$ cat src/rtl/core/rtp_pkg.sv
package rtp_pkg;

   localparam int TICK_MS = 10;
   localparam int MS_PER_SEC = 1000;
   localparam int SEC_PER_MIN = 60;
   localparam int BEATS_PER_WHOLE = 4;
   localparam int MS_PER_MIN = MS_PER_SEC * SEC_PER_MIN;

   localparam int TICK_SHIFT = 25;
   localparam int TICK_RECIP = (2 ** TICK_SHIFT + TICK_MS - 1) / TICK_MS;
   localparam int RECIP_W = $clog2(TICK_RECIP + 1);

   localparam int DIV_W = 18;
   localparam int DIVISOR_W = 10;
   localparam int DIV_CNT_W = $clog2(DIV_W + 1);

   localparam int QUEUE_DEPTH = 4;
   localparam int QUEUE_AW = $clog2(QUEUE_DEPTH);

   localparam int NOTES_PER_OCT = 12;
   localparam int OCT_LO = 2;
   localparam int OCT_HI = 7;
   localparam int IDX_MAX = 72;
   localparam int LEN_SAT = 255;
   localparam int DEF_LEN_FALLBACK = 4;

   localparam logic [1:0] CSR_TEMPO = 2'd0;
   localparam logic [1:0] CSR_DEF_LEN = 2'd1;
   localparam logic [1:0] CSR_DEF_OCT = 2'd2;

   localparam logic [7:0] CH_ZERO = 8'h30;
   localparam logic [7:0] CH_NINE = 8'h39;
   localparam logic [7:0] CH_SHARP = 8'h23;
   localparam logic [7:0] CH_DOT = 8'h2e;
   localparam logic [7:0] CH_COMMA = 8'h2c;

   typedef struct packed {
      logic [7:0] char_code;
      logic       end_of_text;
   } req_type;

   typedef struct packed {
      logic [6:0]  note_index;
      logic [15:0] duration_ticks;
      logic        range_error;
      logic        last_note;
   } rsp_type;

   typedef struct packed {
      logic [9:0] tempo_bpm;
      logic [5:0] default_length;
      logic [2:0] default_octave;
   } cfg_type;

   typedef struct packed {
      logic [7:0] length_digits;
      logic [3:0] semitone;
      logic       dotted;
      logic [3:0] octave;
      logic       last;
   } note_cmd_type;

   typedef struct packed {
      logic       hit;
      logic [3:0] semitone;
   } letter_type;

   function automatic letter_type letter_lookup(input logic [7:0] c);
      letter_type r;
      r.hit = 1'b1;
      unique case (c) inside
         8'h43, 8'h63: r.semitone = 4'd1;
         8'h44, 8'h64: r.semitone = 4'd3;
         8'h45, 8'h65: r.semitone = 4'd5;
         8'h46, 8'h66: r.semitone = 4'd6;
         8'h47, 8'h67: r.semitone = 4'd8;
         8'h41, 8'h61: r.semitone = 4'd10;
         8'h42, 8'h62: r.semitone = 4'd12;
         8'h50, 8'h70: r.semitone = 4'd0;
         default: begin
            r.hit = 1'b0;
            r.semitone = 4'd0;
         end
      endcase
      return r;
   endfunction

endpackage

$ cat src/rtl/core/rtp_front.sv
module rtp_front
   import rtp_pkg::*;
(
   input  logic         clock,
   input  logic         reset,
   input  cfg_type      cfg,
   input  logic         req_valid,
   output logic         req_ready,
   input  req_type      req_data,
   output logic         push_valid,
   input  logic         push_ready,
   output note_cmd_type push_data
);

   typedef enum logic [1:0] {PH_DUR, PH_LETTER, PH_SHARP, PH_OCT} phase_type;

   phase_type    phase_ff, phase_in;
   logic [7:0]   len_ff, len_in;
   logic [3:0]   semi_ff, semi_in;
   logic         dot_ff, dot_in;
   logic [3:0]   oct_ff, oct_in;
   logic         pend_ff, pend_in;
   note_cmd_type cmd0_ff, cmd0_in, cmd1_ff, cmd1_in;
   logic         cmd0_v_ff, cmd0_v_in, cmd1_v_ff, cmd1_v_in;

   logic         accept;
   logic         is_digit;
   logic [3:0]   digit;
   logic [11:0]  len_acc;
   letter_type   letter;
   logic [7:0]   c;
   logic         emit_a;
   logic         emit_b;
   logic [3:0]   def_oct;

   assign req_ready = !cmd0_v_ff && !cmd1_v_ff;
   assign accept = req_valid && req_ready;
   assign c = req_data.char_code;
   assign is_digit = (c >= CH_ZERO) && (c <= CH_NINE);
   assign digit = 4'(c - CH_ZERO);
   assign len_acc = {1'b0, len_ff, 3'b000} + {3'b000, len_ff, 1'b0} + {8'd0, digit};
   assign letter = letter_lookup(c);
   assign def_oct = {1'b0, cfg.default_octave};

   assign push_valid = cmd0_v_ff || cmd1_v_ff;
   assign push_data = cmd0_v_ff ? cmd0_ff : cmd1_ff;

   always_comb begin
      phase_in = phase_ff;
      len_in = len_ff;
      semi_in = semi_ff;
      dot_in = dot_ff;
      oct_in = oct_ff;
      pend_in = pend_ff;
      emit_a = 1'b0;
      emit_b = 1'b0;
      cmd0_in.length_digits = len_ff;
      cmd0_in.semitone = semi_ff;
      cmd0_in.dotted = dot_ff;
      cmd0_in.octave = oct_ff;
      cmd0_in.last = 1'b0;
      if (accept) begin
         if (is_digit) begin
            if (phase_ff == PH_DUR) begin
               len_in = (len_acc > 12'(LEN_SAT)) ? 8'(LEN_SAT) : len_acc[7:0];
               pend_in = 1'b1;
            end else if (phase_ff == PH_OCT) begin
               emit_a = 1'b1;
               phase_in = PH_DUR;
               len_in = {4'd0, digit};
               semi_in = 4'd0;
               dot_in = 1'b0;
               oct_in = def_oct;
               pend_in = 1'b1;
            end else begin
               oct_in = digit;
               phase_in = PH_OCT;
            end
         end else if (letter.hit) begin
            if (phase_ff != PH_DUR) begin
               emit_a = 1'b1;
               len_in = 8'd0;
               dot_in = 1'b0;
               oct_in = def_oct;
            end
            semi_in = letter.semitone;
            phase_in = PH_LETTER;
            pend_in = 1'b1;
         end else if (c == CH_SHARP) begin
            if (phase_ff == PH_LETTER && semi_ff != 4'd0) begin
               semi_in = semi_ff + 4'd1;
               phase_in = PH_SHARP;
            end
         end else if (c == CH_DOT) begin
            if (phase_ff != PH_DUR && !dot_ff) begin
               dot_in = 1'b1;
               if (phase_ff == PH_LETTER) begin
                  phase_in = PH_SHARP;
               end
            end
         end else if (c == CH_COMMA) begin
            if (pend_ff) begin
               emit_a = 1'b1;
               phase_in = PH_DUR;
               len_in = 8'd0;
               semi_in = 4'd0;
               dot_in = 1'b0;
               oct_in = def_oct;
               pend_in = 1'b0;
            end
         end
      end
      cmd1_in.length_digits = len_in;
      cmd1_in.semitone = semi_in;
      cmd1_in.dotted = dot_in;
      cmd1_in.octave = oct_in;
      cmd1_in.last = 1'b1;
      if (accept && req_data.end_of_text) begin
         emit_b = pend_in;
         cmd0_in.last = !pend_in;
         phase_in = PH_DUR;
         len_in = 8'd0;
         semi_in = 4'd0;
         dot_in = 1'b0;
         oct_in = def_oct;
         pend_in = 1'b0;
      end
      cmd0_v_in = cmd0_v_ff;
      cmd1_v_in = cmd1_v_ff;
      if (push_valid && push_ready) begin
         if (cmd0_v_ff) begin
            cmd0_v_in = 1'b0;
         end else begin
            cmd1_v_in = 1'b0;
         end
      end
      if (accept) begin
         cmd0_v_in = emit_a;
         cmd1_v_in = emit_b;
      end
   end

   always_ff @(posedge clock) begin
      if (reset) begin
         phase_ff <= PH_DUR;
         len_ff <= 8'd0;
         semi_ff <= 4'd0;
         dot_ff <= 1'b0;
         oct_ff <= 4'(OCT_LO + 2);
         pend_ff <= 1'b0;
         cmd0_v_ff <= 1'b0;
         cmd1_v_ff <= 1'b0;
      end else begin
         phase_ff <= phase_in;
         len_ff <= len_in;
         semi_ff <= semi_in;
         dot_ff <= dot_in;
         oct_ff <= oct_in;
         pend_ff <= pend_in;
         cmd0_v_ff <= cmd0_v_in;
         cmd1_v_ff <= cmd1_v_in;
      end
      if (accept) begin
         cmd0_ff <= cmd0_in;
         cmd1_ff <= cmd1_in;
      end
   end

endmodule

$ cat src/rtl/core/rtp_queue.sv
module rtp_queue
   import rtp_pkg::*;
(
   input  logic         clock,
   input  logic         reset,
   input  logic         push_valid,
   output logic         push_ready,
   input  note_cmd_type push_data,
   output logic         pop_valid,
   input  logic         pop,
   output note_cmd_type pop_data
);

   note_cmd_type             mem_ff [QUEUE_DEPTH];
   logic [QUEUE_AW-1:0]      wr_ptr_ff, wr_ptr_in;
   logic [QUEUE_AW-1:0]      rd_ptr_ff, rd_ptr_in;
   logic [QUEUE_AW:0]        count_ff, count_in;
   logic                     do_push;
   logic                     do_pop;

   assign push_ready = count_ff != (QUEUE_AW + 1)'(QUEUE_DEPTH);
   assign pop_valid = count_ff != '0;
   assign pop_data = mem_ff[rd_ptr_ff];
   assign do_push = push_valid && push_ready;
   assign do_pop = pop && pop_valid;

   always_comb begin
      wr_ptr_in = do_push ? wr_ptr_ff + 1'b1 : wr_ptr_ff;
      rd_ptr_in = do_pop ? rd_ptr_ff + 1'b1 : rd_ptr_ff;
      count_in = count_ff;
      if (do_push && !do_pop) begin
         count_in = count_ff + 1'b1;
      end else if (do_pop && !do_push) begin
         count_in = count_ff - 1'b1;
      end
   end

   always_ff @(posedge clock) begin
      if (reset) begin
         wr_ptr_ff <= '0;
         rd_ptr_ff <= '0;
         count_ff <= '0;
      end else begin
         wr_ptr_ff <= wr_ptr_in;
         rd_ptr_ff <= rd_ptr_in;
         count_ff <= count_in;
      end
      if (do_push) begin
         mem_ff[wr_ptr_ff] <= push_data;
      end
   end

endmodule

$ cat src/rtl/core/rtp_divider.sv
module rtp_divider
   import rtp_pkg::*;
(
   input  logic                 clock,
   input  logic                 reset,
   input  logic                 start,
   input  logic [DIV_W-1:0]     dividend,
   input  logic [DIVISOR_W-1:0] divisor,
   output logic                 done,
   output logic [DIV_W-1:0]     quotient
);

   logic [DIV_W-1:0]     quo_ff, quo_in;
   logic [DIVISOR_W-1:0] rem_ff, rem_in;
   logic [DIVISOR_W-1:0] dsr_ff;
   logic [DIV_CNT_W-1:0] cnt_ff, cnt_in;
   logic                 busy_ff, busy_in;
   logic                 done_ff, done_in;
   logic [DIVISOR_W:0]   rem_shift;
   logic                 ge;

   assign rem_shift = {rem_ff, quo_ff[DIV_W-1]};
   assign ge = rem_shift >= {1'b0, dsr_ff};
   assign done = done_ff;
   assign quotient = quo_ff;

   always_comb begin
      quo_in = quo_ff;
      rem_in = rem_ff;
      cnt_in = cnt_ff;
      busy_in = busy_ff;
      done_in = 1'b0;
      if (start) begin
         quo_in = dividend;
         rem_in = '0;
         cnt_in = DIV_CNT_W'(DIV_W);
         busy_in = 1'b1;
      end else if (busy_ff) begin
         rem_in = ge ? DIVISOR_W'(rem_shift - {1'b0, dsr_ff}) : rem_shift[DIVISOR_W-1:0];
         quo_in = {quo_ff[DIV_W-2:0], ge};
         cnt_in = cnt_ff - 1'b1;
         if (cnt_ff == DIV_CNT_W'(1)) begin
            busy_in = 1'b0;
            done_in = 1'b1;
         end
      end
   end

   always_ff @(posedge clock) begin
      if (reset) begin
         busy_ff <= 1'b0;
         done_ff <= 1'b0;
         cnt_ff <= '0;
      end else begin
         busy_ff <= busy_in;
         done_ff <= done_in;
         cnt_ff <= cnt_in;
      end
      quo_ff <= quo_in;
      rem_ff <= rem_in;
      if (start) begin
         dsr_ff <= divisor;
      end
   end

endmodule

$ cat src/rtl/core/rtp_back.sv
module rtp_back
   import rtp_pkg::*;
(
   input  logic         clock,
   input  logic         reset,
   input  cfg_type      cfg,
   input  logic         cmd_valid,
   output logic         cmd_pop,
   input  note_cmd_type cmd_data,
   output logic         rsp_valid,
   input  logic         rsp_ready,
   output rsp_type      rsp_data
);

   typedef enum logic [1:0] {B_IDLE, B_BEAT, B_LEN, B_OUT} state_type;

   state_type            state_ff;
   note_cmd_type         cmd_ff;
   logic                 start_ff;
   logic [DIV_W-1:0]     dividend_ff;
   logic [DIVISOR_W-1:0] divisor_ff;
   rsp_type              rsp_ff;
   logic [6:0]           idx_ff;
   logic                 err_ff;

   logic                 div_done;
   logic [DIV_W-1:0]     quo;
   logic [DIVISOR_W-1:0] bpm;
   logic [DIVISOR_W-1:0] len_div;
   logic [7:0]           raw;
   logic [6:0]           idx;
   logic                 err;
   logic [DIV_W:0]       dur_sum;
   logic [15:0]          dur;
   logic [DIV_W-1:0]         beats_whole;
   logic [DIV_W+RECIP_W-1:0] whole_prod;
   logic [DIV_W-1:0]         whole;

   rtp_divider u_div (
      .clock    (clock),
      .reset    (reset),
      .start    (start_ff),
      .dividend (dividend_ff),
      .divisor  (divisor_ff),
      .done     (div_done),
      .quotient (quo)
   );

   assign cmd_pop = (state_ff == B_IDLE) && cmd_valid;
   assign rsp_valid = state_ff == B_OUT;
   assign rsp_data = rsp_ff;

   assign bpm = (cfg.tempo_bpm == '0) ? DIVISOR_W'(1) : cfg.tempo_bpm;

   assign beats_whole = DIV_W'(quo * BEATS_PER_WHOLE);
   assign whole_prod = beats_whole * RECIP_W'(TICK_RECIP);
   assign whole = DIV_W'(whole_prod >> TICK_SHIFT);

   always_comb begin
      if (cmd_ff.length_digits != 8'd0) begin
         len_div = DIVISOR_W'(cmd_ff.length_digits);
      end else if (cfg.default_length != 6'd0) begin
         len_div = DIVISOR_W'(cfg.default_length);
      end else begin
         len_div = DIVISOR_W'(DEF_LEN_FALLBACK);
      end
   end

   always_comb begin
      raw = {1'b0, cmd_data.octave, 3'b000} + {2'b00, cmd_data.octave, 2'b00}
            + {4'd0, cmd_data.semitone};
      err = (cmd_data.octave < 4'(OCT_LO)) || (cmd_data.octave > 4'(OCT_HI));
      if (raw < 8'(OCT_LO * NOTES_PER_OCT + 1)) begin
         idx = 7'd1;
         err = 1'b1;
      end else if (raw > 8'(OCT_LO * NOTES_PER_OCT + IDX_MAX)) begin
         idx = 7'(IDX_MAX);
         err = 1'b1;
      end else begin
         idx = 7'(raw - 8'(OCT_LO * NOTES_PER_OCT));
      end
      if (cmd_data.semitone == 4'd0) begin
         idx = 7'd0;
         err = 1'b0;
      end
   end

   always_comb begin
      dur_sum = {1'b0, quo} + (cmd_ff.dotted ? {2'b00, quo[DIV_W-1:1]} : '0);
      dur = (dur_sum > (DIV_W + 1)'(16'hffff)) ? 16'hffff : dur_sum[15:0];
   end

   always_ff @(posedge clock) begin
      if (reset) begin
         state_ff <= B_IDLE;
         start_ff <= 1'b0;
      end else begin
         start_ff <= 1'b0;
         unique case (state_ff)
            B_IDLE: begin
               if (cmd_valid) begin
                  cmd_ff <= cmd_data;
                  idx_ff <= idx;
                  err_ff <= err;
                  start_ff <= 1'b1;
                  dividend_ff <= DIV_W'(MS_PER_MIN);
                  divisor_ff <= bpm;
                  state_ff <= B_BEAT;
               end
            end
            B_BEAT: begin
               if (div_done) begin
                  start_ff <= 1'b1;
                  dividend_ff <= whole;
                  divisor_ff <= len_div;
                  state_ff <= B_LEN;
               end
            end
            B_LEN: begin
               if (div_done) begin
                  rsp_ff.note_index <= idx_ff;
                  rsp_ff.duration_ticks <= dur;
                  rsp_ff.range_error <= err_ff;
                  rsp_ff.last_note <= cmd_ff.last;
                  state_ff <= B_OUT;
               end
            end
            B_OUT: begin
               if (rsp_ready) begin
                  state_ff <= B_IDLE;
               end
            end
            default: state_ff <= B_IDLE;
         endcase
      end
   end

endmodule

$ cat src/rtl/core/ringtone_note_parser.sv
// Ringtone note parser: melody body characters in, one note per closed note out.
// Input channel req_*: one character and an end-of-text flag per beat. The
// parser takes a character each cycle while it holds no closed note that is
// still waiting for the note queue; a character that closes two notes (end of
// text after a started note) stalls input until the queue has taken both.
// Result channel rsp_*: one beat per note with index, length in ticks, range
// flag and last-note flag, in melody order.
// One shared 18-step restoring divider runs two passes per note (minute by
// tempo, whole note by length), and a reciprocal multiply turns the beat
// length into whole-note ticks between them. The note timing works on one
// note at a time: it takes the next note from the queue only after the
// receiver has taken the result of the last one.
// A four-entry note queue sits between parser and note timing; when the
// receiver stalls, the result register holds, the queue fills, and then the
// parser stops taking characters.
// Reset (synchronous, active high) clears the parse state, empties the queue
// and loads tempo 120, default length 4, default octave 4.
// csr_*: write-only registers; write only while idle (the user's duty: not enforced).
module ringtone_note_parser
   import rtp_pkg::*;
(
   input  logic       clock,
   input  logic       reset,
   input  logic       csr_we,
   input  logic [1:0] csr_index,
   input  logic [9:0] csr_wdata,
   input  logic       req_valid,
   output logic       req_ready,
   input  req_type    req_data,
   output logic       rsp_valid,
   input  logic       rsp_ready,
   output rsp_type    rsp_data
);

   cfg_type      cfg_ff;
   logic         push_valid;
   logic         push_ready;
   note_cmd_type push_data;
   logic         pop_valid;
   logic         pop;
   note_cmd_type pop_data;

   always_ff @(posedge clock) begin
      if (reset) begin
         cfg_ff.tempo_bpm <= 10'd120;
         cfg_ff.default_length <= 6'd4;
         cfg_ff.default_octave <= 3'd4;
      end else if (csr_we) begin
         case (csr_index)
            CSR_TEMPO: cfg_ff.tempo_bpm <= csr_wdata;
            CSR_DEF_LEN: cfg_ff.default_length <= csr_wdata[5:0];
            CSR_DEF_OCT: cfg_ff.default_octave <= csr_wdata[2:0];
            default: cfg_ff <= cfg_ff;
         endcase
      end
   end

   rtp_front u_front (
      .clock      (clock),
      .reset      (reset),
      .cfg        (cfg_ff),
      .req_valid  (req_valid),
      .req_ready  (req_ready),
      .req_data   (req_data),
      .push_valid (push_valid),
      .push_ready (push_ready),
      .push_data  (push_data)
   );

   rtp_queue u_queue (
      .clock      (clock),
      .reset      (reset),
      .push_valid (push_valid),
      .push_ready (push_ready),
      .push_data  (push_data),
      .pop_valid  (pop_valid),
      .pop        (pop),
      .pop_data   (pop_data)
   );

   rtp_back u_back (
      .clock     (clock),
      .reset     (reset),
      .cfg       (cfg_ff),
      .cmd_valid (pop_valid),
      .cmd_pop   (pop),
      .cmd_data  (pop_data),
      .rsp_valid (rsp_valid),
      .rsp_ready (rsp_ready),
      .rsp_data  (rsp_data)
   );

endmodule

$ cat config.mk
export PLATFORM = sky130hd
export DESIGN_NAME = ringtone_note_parser
export DESIGN_NICKNAME = d
export VERILOG_FILES = /design/src/rtl/core/rtp_pkg.sv /design/src/rtl/core/rtp_front.sv /design/src/rtl/core/rtp_queue.sv /design/src/rtl/core/rtp_divider.sv /design/src/rtl/core/rtp_back.sv /design/src/rtl/core/ringtone_note_parser.sv
export SDC_FILE = /design/constraint.sdc
export NUM_CORES = 1
export LEC_CHECK = 0
export ABC_AREA = 1
export ABC_CLOCK_PERIOD_IN_PS = 13450
export BUFFER_PORTS_ARGS = -buffer_cell sky130_fd_sc_hd__buf_4
export CORE_ASPECT_RATIO = 0.75
export CORE_MARGIN = 2
export CORE_UTILIZATION = 65
export DETAILED_ROUTE_END_ITERATION = 16
export PLACE_DENSITY = 0.83
export SLEW_MARGIN = 10
export SYNTH_ARGS = -nofsm -noshare
export SYNTH_HDL_FRONTEND = slang
export SYNTH_SLANG_ARGS = --single-unit
$ cat constraint.sdc
create_clock -name clock -period 13.45 [get_ports clock]
set_input_delay 0 -clock clock [delete_from_list [all_inputs] [get_ports clock]]
set_output_delay 0 -clock clock [all_outputs]
set_load 0.02 [all_outputs]
==> metrics <==
die height=approximately 150 µm; detailed-route DRC error count=0; vias per std cell=a little under 6; Hold Fails Final Rpt=0; final setup fails=0; CTS tree=built; status=complete, no violations; vias in the first global route=around 14000; sum of negative setup slack=0 ns; data required time of the worst path=13.75 ns; largest net degree at the start of global routing=between 40 and 50; DR vias=around 15000; CTS clk-pin slew, worst paths=0.07 ns; Tcrit/Tclk final=0.414; CTS H-tree lvls=1; placed insts=about 2500; Area Overhead vs Synth=10.6%; Die Area=29900 µm²; hold depth=4; number of port buffers=52; Worst setup SP type=register; Max Clk Rate=180 MHz; Worst Hold Endpoint=u_front.len_ff[3]$_SDFF_PP0_; kind of critical path=register to register; unrepaired setup endpoints after global routing=no; dpl hpwl=34700 µm; Seq/Total Area, Yosys=0.406; post-synth top area cell=edfxtp_1; Post-synth ARST share=0; r2r startpoint=u_back.u_div.quotient[8]$_DFFE_PP_; Final Slew Violations=0; global-route wire length before repair=approximately 75000 µm; worst slew pin tran=1.01 ns; Reg2Reg Depth=21; Hold Buf Count CTS=23; final worst slack=7.88 ns; Syn Inst Count=2056; Netlist cell types=53; Synth top cells by count=386 x nand2_1, 330 x inv_1, 204 x edfxtp_1, 202 x nor2_1, 193 x ha_1; Worst Skew=0.0146 ns; max_slew headroom=0.326; Synth warnings=0; Chip Width=roughly 200 µm; initial antenna violation count=2; top-area cell type share of the netlist area=0.330; FF+latch count, synth=274; Tmin final=5.57 ns; most frequent cell after synthesis=nand2_1; layout cells sized above 1=0.0728; Crit Path Max Fanout=6; Ports=53; Post-Layout Cell Count=approximately 2500; syn nets=between 2000 and 2500; CTS max path bufs=3; syn avg cell area=9.02 µm²; total gr overflow=0; ANT nets after route=0; min-delay src=req_data[4]; Setup Buffers After CTS=0; CTS buffer count=27; PostCTS Resize Cnt=0; global placer's final weighted congestion=about 1.1; worst flop-to-flop path endpoint=u_back.dividend_ff[5]$_SDFFCE_PN1P_; nets@finish=2439; DP Worst Slack=a little under 8 ns; WP data arrival=approximately 6 ns; Hold/Removal Path Class=input port to register; GR Util All Layers=0.323; DR iter-0 viols=around 1600; Finished Core Util=0.731; mapped cell area=around 19000 µm²; Row Count=53; Clock Latency Late Sink=roughly 0.55 ns; detailed-route wire length=~47000 µm; FF-to-FF setup slack=a little under 8 ns; Max Cap Viol=0; Root Driver=clkbuf_16; EDFF count, synth=around 200; CP Launch Point=u_back.u_div.quotient[8]$_DFFE_PP_; Core Box Area=~28000 µm²; endpoint class of the critical path=register; wire per inst=about 19 µm; Clock Sinks=between 200 and 300; ranking of synthesized cells by area=edfxtp_1 33%, ha_1 13%, fa_1 9.1%; first-pass iteration count of the detailed router=6; Most used DFF post-synth=edfxtp_1; Starting Density=0.661
[registers in the layout, indices dropped and copies added (netlist names), 10 cells and up, named ones only]
name / count
cfg_ff: 19
u_back.cmd_ff: 10
u_back.dividend_ff: 16
u_back.divisor_ff: 10
u_back.rsp_data: 25
u_back.u_div.dsr_ff: 10
u_back.u_div.quotient: 18
u_back.u_div.rem_ff: 10
u_front.cmd0_ff: 18
u_front.cmd1_ff: 17
u_queue.mem_ff: 72
[critical path: stages, from the launching register on]
cell and delay (ns):
edfxtp_1 0.48, inv_1 0.09, ha_1 0.34, fa_1 0.53, inv_1 0.08, fa_1 0.56
inv_1 0.06, fa_1 0.49, inv_1 0.06, fa_1 0.54, inv_1 0.06, fa_1 0.55
inv_1 0.05, ha_1 0.33, a21oi_1 0.27, nor2_1 0.07, nor2_1 0.17, o21ai_0 0.12
nand3b_1 0.22, nand2_1 0.10, a21o_1 0.10, nand3_1 0.06
[routing by layer]
metal  track usage  wire length (µm)
met2         0.489             20400
met5             0                13
met4        0.0750              1020
met1         0.479             21200
met3        0.0683              4540
[cell families (layout without fill, tap and decap cells)]
kind of cell | count (synthesis) | in the layout | share of synthesized area
compound gates | 327 | 327 | 0.0989
xor+xnor | 31 | 31 | 0.0157
fa+ha+maj | 277 | 277 | 0.221
buf+inv | 373 | 474 | 0.0768
flops | 274 | 274 | 0.406
mux | 18 | 18 | 0.0109
other cells | 0 | 1 | 0
simple gates | 756 | 756 | 0.171
[worst max-delay path by stage]
stage / end
floorplan: u_back.dividend_ff[0]$_SDFFCE_PN0P_
global placement: u_back.dividend_ff[5]$_SDFFCE_PN1P_
detailed placement: u_back.dividend_ff[5]$_SDFFCE_PN1P_
CTS: u_back.dividend_ff[5]$_SDFFCE_PN1P_
global route: u_back.dividend_ff[5]$_SDFFCE_PN1P_
finish: u_back.dividend_ff[5]$_SDFFCE_PN1P_
[per-stage QoR]
stage / hold slack, ns / cell area [µm²]
6_report: 0.0216 / 20500
3_5_place_dp: 0.225 / 19400
3_3_place_gp: 0.218 / 19400
4_1_cts: 0.0119 / 20500
5_1_grt: 0.0333 / 20500
2_1_floorplan: 0.126 / 18500
[cell type report]
cell class | count | area [µm²]
multi-input combinational | 1409 | 9600
fill | 1956 | 7550
sequential | 274 | 7530
inverter | 337 | 1260
clock buffer | 40 | 776
timing repair buffer | 87 | 711
tap | 385 | 482
clock inverter | 10 | 143
antenna | 1 | 2.50
[cells in the final DEF, fill, tap and decap left out, types with 12 or more instances in the layout]
master and n:
edfxtp_1 204, xor2_1 16, dfxtp_1 70, a21oi_1 117
mux2_2 17, fa_1 84, inv_1 329, clkbuf_16 28
o22ai_1 16, nand2_1 386, o211ai_1 12, nand4_1 15
nor3_1 27, buf_4 64, a21o_1 12, nor2_1 200
xnor2_1 14, o21ai_0 125, ha_1 193, nand3_1 92
dlygate4sd3_1 23
Power is not shown: default switching activity piles up to over one toggle a cycle in this logic, so the estimate is an artifact.
